<file path="config.mk">
export PLATFORM = sky130hd
export DESIGN_NAME = prg_div_pipe
export DESIGN_NICKNAME = d
export VERILOG_FILES = /design/src/rtl/prg_div_pipe.sv
export SDC_FILE = /design/constraint.sdc
export NUM_CORES = 2
export LEC_CHECK = 0
export BUFFER_PORTS_ARGS = -buffer_cell sky130_fd_sc_hd__buf_2
export CORE_ASPECT_RATIO = 1.25
export CORE_MARGIN = 4
export CORE_UTILIZATION = 45
export DETAILED_ROUTE_END_ITERATION = 6
export PLACE_DENSITY = 0.64
export SLEW_MARGIN = 20
export SYNTH_ARGS = -nofsm -noshare
export SYNTH_HDL_FRONTEND = slang
export SYNTH_SLANG_ARGS = --single-unit
</file>
<file path="constraint.sdc">
create_clock -name clock -period 3.3 [get_ports clock]
set_clock_uncertainty 0.15 [all_clocks]
set_input_delay 0.33 -clock clock [delete_from_list [all_inputs] [get_ports clock]]
set_output_delay 0.33 -clock clock [all_outputs]
set_load 0.02 [all_outputs]
</file>
<file path="src/rtl/prg_div_pipe.sv">
// ----------------------------------------------------------------------------
// prg_div_pipe: pipelined restoring divider
// One quotient bit per stage. The caller splits the dividend into a high
// part (already below the divisor) and QW low bits; a tag rides along.
// ----------------------------------------------------------------------------
module prg_div_pipe #(
   parameter int DW = 16,
   parameter int QW = 33,
   parameter int TW = 1
) (
   input  logic          clock,
   input  logic          reset,
   input  logic          in_valid,
   input  logic [DW-1:0] in_rem,
   input  logic [QW-1:0] in_low,
   input  logic [DW-1:0] in_den,
   input  logic [TW-1:0] in_tag,
   output logic          out_valid,
   output logic [QW-1:0] out_quo,
   output logic [TW-1:0] out_tag
);

   logic          valid_ff [QW];
   logic [DW-1:0] rem_ff   [QW];
   logic [QW-1:0] nq_ff    [QW];
   logic [DW-1:0] den_ff   [QW];
   logic [TW-1:0] tag_ff   [QW];

   for (genvar i = 0; i < QW; i++) begin : g_stage
      logic          cur_valid;
      logic [DW-1:0] cur_rem;
      logic [QW-1:0] cur_nq;
      logic [DW-1:0] cur_den;
      logic [TW-1:0] cur_tag;
      logic [DW:0]   trial;
      logic [DW:0]   diff;
      logic          ge;
      logic [DW-1:0] rem_in;
      logic [QW-1:0] nq_in;

      // pick the stage source
      if (i == 0) begin : g_first
         assign cur_valid = in_valid;
         assign cur_rem   = in_rem;
         assign cur_nq    = in_low;
         assign cur_den   = in_den;
         assign cur_tag   = in_tag;
      end else begin : g_next
         assign cur_valid = valid_ff[i-1];
         assign cur_rem   = rem_ff[i-1];
         assign cur_nq    = nq_ff[i-1];
         assign cur_den   = den_ff[i-1];
         assign cur_tag   = tag_ff[i-1];
      end

      // shift in one dividend bit, subtract when it fits
      always_comb begin
         trial  = {cur_rem, cur_nq[QW-1]};
         diff   = trial - {1'b0, cur_den};
         ge     = (trial >= {1'b0, cur_den});
         rem_in = ge ? diff[DW-1:0] : trial[DW-1:0];
         nq_in  = {cur_nq[QW-2:0], ge};
      end

      always_ff @(posedge clock) begin
         if (reset) begin
            valid_ff[i] <= 1'b0;
         end else begin
            valid_ff[i] <= cur_valid;
         end
         rem_ff[i] <= rem_in;
         nq_ff[i]  <= nq_in;
         den_ff[i] <= cur_den;
         tag_ff[i] <= cur_tag;
      end
   end

   assign out_valid = valid_ff[QW-1];
   assign out_quo   = nq_ff[QW-1];
   assign out_tag   = tag_ff[QW-1];

endmodule

</file>
# Word level (Yosys, flattened, before mapping)
# Memories as Yosys holds them, arrays and structs flattened.
# Index checks and enable logic that the tools add are counted.
# W data, S select, Z words.
dict set report classes {
  magnitude_cmp 33
  n_addsub 33
  n_mux 69
  bitwise 33
}
# cell count
set op_table {}
lappend op_table {{$ge A17 B16 Y1} 33}
lappend op_table {{$mux W16} 33}
lappend op_table {{$sub A16 B16 Y16} 33}
lappend op_table {{$mux W1} 36}
lappend op_table {{$or A1 B1 Y1} 33}
dict set report totals {
  reg_bits 0
  word_cells 173
  memories 5
  inputBits 69
  ramBits 2211
}
# memory words word_bits rd rd_clocked_by_memory_dff write_ports line
set mem_list {}
lappend mem_list {nq_ff 33 33 33 0 33 25} ;# logic [QW-1:0] nq_ff [QW];
lappend mem_list {den_ff 33 16 32 0 33 26} ;# logic [DW-1:0] den_ff [QW];
lappend mem_list {rem_ff 33 16 32 0 33 24} ;# logic [DW-1:0] rem_ff [QW];
lappend mem_list {tag_ff 33 1 33 0 33 27} ;# logic [TW-1:0] tag_ff [QW];
lappend mem_list {valid_ff 33 1 33 0 33 23} ;# logic valid_ff [QW];

# Depth between registers and ports, before layout
dict set report depth {
  depth_word 3
  mapped_depth 13
}

# Worst setup path after synthesis
# Ideal clock, no wire load.
dict set report synth_path {
  path_type {input to register}
  startpoint {input in_den[6]}
  endpoint {memory rem_ff[0][10]}
  arrival_ns 2.906
  setup_ns 0.121
  path_stages 12
  path_buffers 1
  slack_ns 0.122
  required_time_ns 3.029
  cell_sequence {inv_1 ha_1 a21o_1 a31oi_1 a21boi_2 o21ai_1 or4_4 a31o_1 a21o_1 a21oi_4 buf_12 mux2_4}
}
# element line
set synth_lines {}
lappend synth_lines {{start, declared} 16} ;# input logic [DW-1:0] in_den,
lappend synth_lines {{end, declared} 24}

==> run summary <==
Combinational family with the most area after synthesis -> compound AO/OA/AOI/OAI gates
Top cells by area, synth -> dfxtp_1, ha_1, mux2_2, inv_1, xnor2_1
Syn Inst Count -> 6,568
Postcts setup bufs -> 0
#FFs+latches synth -> 2,179
Clock Latency Late Sink -> 0.82 ns
Initial Util -> 45.4%
Final Setup Violations -> 0
CP arrival -> 3.73 ns
Vias in the first global route -> 45,588
Vias per inst -> 4.82
Die area -> 171,000 um2
Hold Crit Class -> in2reg
CTS Buf Count -> 205
Post-route ant nets -> 0
CTS clock-pin slew for the worst setup and hold paths -> 0.06 ns
Xor/xnor share of the synthesized area -> 4.28%
Min Tclk post-route -> 3.18 ns
Core Area -> 162,000 um2
Cell Area, Synth -> 73,800 um2
Drt first pass iters -> 5
CP Capture Type -> register
Crit path kind -> in2reg
Fraction of layout cells with a size suffix above 1 -> 12.3%
Post-Route WL -> 131,000 um
# H-tree levels -> 4
Per-cell routed wire length -> 14.0 um
Max Fclk -> 315 MHz
Tot Pwr -> 96.1 mW
Finished Layout Cells -> 9,378
Syn avg cell area -> 11.2 um2
First DRT Iteration DRCs -> 1,893
Max-slew violations -> 0
CTS sink cnt -> 2,179
Global-route wire length before repair -> 218,000 um
Vias -> 45,182
Adder-cell share of the synthesized area -> 9.82%
Net Count, Synth -> 7,197
RSZ-0062 raised after global routing -> true
Dpl cells -> 8,875
Gpl congestion -> 0.865
Final hold viol count -> 0
Critical-path top delay cell -> dlygate4sd3_1
Root Buffer -> clkbuf_16
Initial antenna violation count -> 1
CTS Buffer Depth -> 3
Top-area cell type share of the netlist area -> 59.1%
DRC viols -> 0
Number of flops mapped to enable cells by yosys -> 0
Post-synthesis mux area share -> 5.18%
Top Family by Delay on Critical Path -> buffers and inverters
Final Cycle Share -> 96.3%
CP Max Fanout -> 4
GRT overflow -> 0
Detailed placement HPWL -> 95,800 um
Area grow syn2layout -> 17.2%
Slew margin rel. -> 13.1%
Post-Synth Simple-Gate Area -> 7.45%
Die Ht -> 461 um
CP Cell Sequence -> dlygate4sd3_1 -> buf_2 -> ha_1 -> buf_4 -> nand3_1 -> o21bai_1 -> a21boi_2 -> a21o_1 -> or4_4 -> a31o_1 -> a21o_1 -> buf_4 -> o22ai_1 -> dlygate4sd3_1 -> a21oi_1
Yosys cell types -> 74
Fraction of registers with async set/reset -> 0%
Warnings from Yosys -> 0
Status -> complete, no violations
Leading area contributor after synthesis -> dfxtp_1
# IOs -> 104
Hold_ws -> 0.145 ns
CP Launch Type -> input pin
Lkg Pwr -> 39.2 nW
Die width -> 370 um
Power density cells -> 1110 nW/um2
Final net count -> 7,658
Sequential fraction of the synthesis area -> 59.1%
Crit path buffers/inverters -> 5
Ys flop type -> dfxtp_1
Compound-Gate Fraction of Synth Area -> 10.5%
CTS tree -> built
# port buffers -> 103
GRT Total Usage -> 15.3%
Peak VDD IR -> 536 uV
Slowest stage delay, CP -> 0.56 ns
Max-cap violations -> 0
Worst EP required -> 3.85 ns
Cell Rows -> 165
Largest net degree at the start of global routing -> 34
Slew of the pin with the lowest slew margin -> 1.27 ns
==> cell usage after synthesis (all sizes together), types with 13 or more instances <==
library cell	count
nand3	75
a211oi	34
o31ai	43
xnor2	236
or2	13
and3	31
mux2i	62
o21a	79
a21o	122
o21bai	40
xor2	125
a211o	25
or3	22
a21oi	360
o21ai	360
inv	656
nand2b	64
nand4	48
a21boi	25
nor2	295
nor3	94
nand2	351
o31a	20
nor2b	113
fa	32
mux2	282
a31oi	39
nor4	18
ha	528
clkbuf	36
dfxtp	2179
buf	24
==> state kept, by name (all words and copies together), names as in the netlist <==
signal	count
nq_ff	1089
rem_ff	512
tag_ff	33
valid_ff	33
den_ff	512
==> cell families (layout without fill, tap and decap cells) <==
kind of cell             Yosys count  count (layout)
AO/OA/AOI/OAI                   1248            1248
XOR/XNOR                         361             361
adder cells (fa/ha/maj)          560             560
buffers and inverters            716            1354
flip-flops                      2179            2179
multiplexers                     344             344
other                              0               1
AND/OR/NAND/NOR                 1160            1160
==> power by group <==
part	total (mW)	internal [mW]	switching, mW
clock network	25.3	15.3	9.99
logic	33.8	16.5	17.3
registers	37.0	33.8	3.17
total	96.1	65.6	30.5
==> cell usage in the layout (no fill, tap or decap), drive strengths merged, types with 16 or more instances in the layout <==
| cell | n |
|---|---|
| dfxtp | 2179 |
| inv | 665 |
| ha | 528 |
| a21oi | 360 |
| o21ai | 360 |
| nand2 | 351 |
| nor2 | 295 |
| mux2 | 282 |
| clkbuf | 272 |
| xnor2 | 236 |
| buf | 196 |
| xor2 | 125 |
| a21o | 122 |
| dlygate4sd3 | 118 |
| nor2b | 113 |
| nor3 | 94 |
| o21a | 79 |
| nand3 | 75 |
| nand2b | 64 |
| mux2i | 62 |
| clkinv | 51 |
| nand4 | 48 |
| o31ai | 43 |
| o21bai | 40 |
| a31oi | 39 |
| bufinv | 36 |
| a211oi | 34 |
| fa | 32 |
| and3 | 31 |
| a211o | 25 |
| a21boi | 25 |
| or3 | 22 |
| o31a | 20 |
| nor4 | 18 |
| clkinvlp | 16 |
==> worst min-delay path, cell delays in order <==
cell,delay [ns]
dlygate4sd3_1,0.51
buf_2,0.11
mux2_4,0.13
==> layer usage <==
layer	global-route usage [%]	vias up	share of wire, %
met5	0	-	0
met4	7.00	0	4.2
met3	2.87	344	3.6
met2	27.9	752	50
met1	17.3	20919	42
li1	-	23167	-
==> area by class of cell <==
type | instances | area, um2
Clock buffer | 272 | 5820
Antenna cell | 1 | 2.50
Timing Repair Buffer | 314 | 2540
Fill cell | 13897 | 76000
Inverter | 656 | 2460
Sequential cell | 2179 | 43600
Clock inverter | 112 | 1750
Multi-Input combinational cell | 3673 | 27600
Tap cell | 2171 | 2720
==> worst paths after layout <==
check | start | slack [ns] | endpoint | cells past startpoint
worst max-delay path | in_rem[2] | 0.12 | rem_ff[0][15]$_DFF_P_ | 15
worst max register to register | den_ff[0][305]$_DFF_P_ | 0.14 | rem_ff[0][328]$_DFF_P_ | 11
worst min register to register | nq_ff[1][108]$_DFF_P_ | 0.15 | nq_ff[1][142]$_DFF_P_ | 0
worst min-delay path | in_rem[8] | 0.14 | rem_ff[0][9]$_DFF_P_ | 3
==> repair_timing <==
| action | in CTS | in global routing |
|---|---|---|
| gates cloned | 0 | 0 |
| hold buffers | 118 | 0 |
| setup endpoints to repair | 5 | 164 |
| endpoints found under the hold margin | 99 | 0 |
| resized for setup | 1 | 26 |
| pin swaps | 0 | 4 |
==> per-stage QoR <==
step | setup TNS, ns | setup slack (ns) | cell area (um2) | utilization [%]
after floorplan | 0 | 0.122 | 73800 | -
after global placement | -0.275 | -0.0431 | 77600 | 47.8
after detailed placement | -0.411 | -0.0487 | 77600 | 47.8
after CTS | 0 | 0.0381 | 86400 | 53.2
after global routing | -0.00382 | -0.00382 | 86500 | 53.2
final | 0 | 0.124 | 86500 | 53.2
Note: power is estimated with default switching activity, not from simulation.
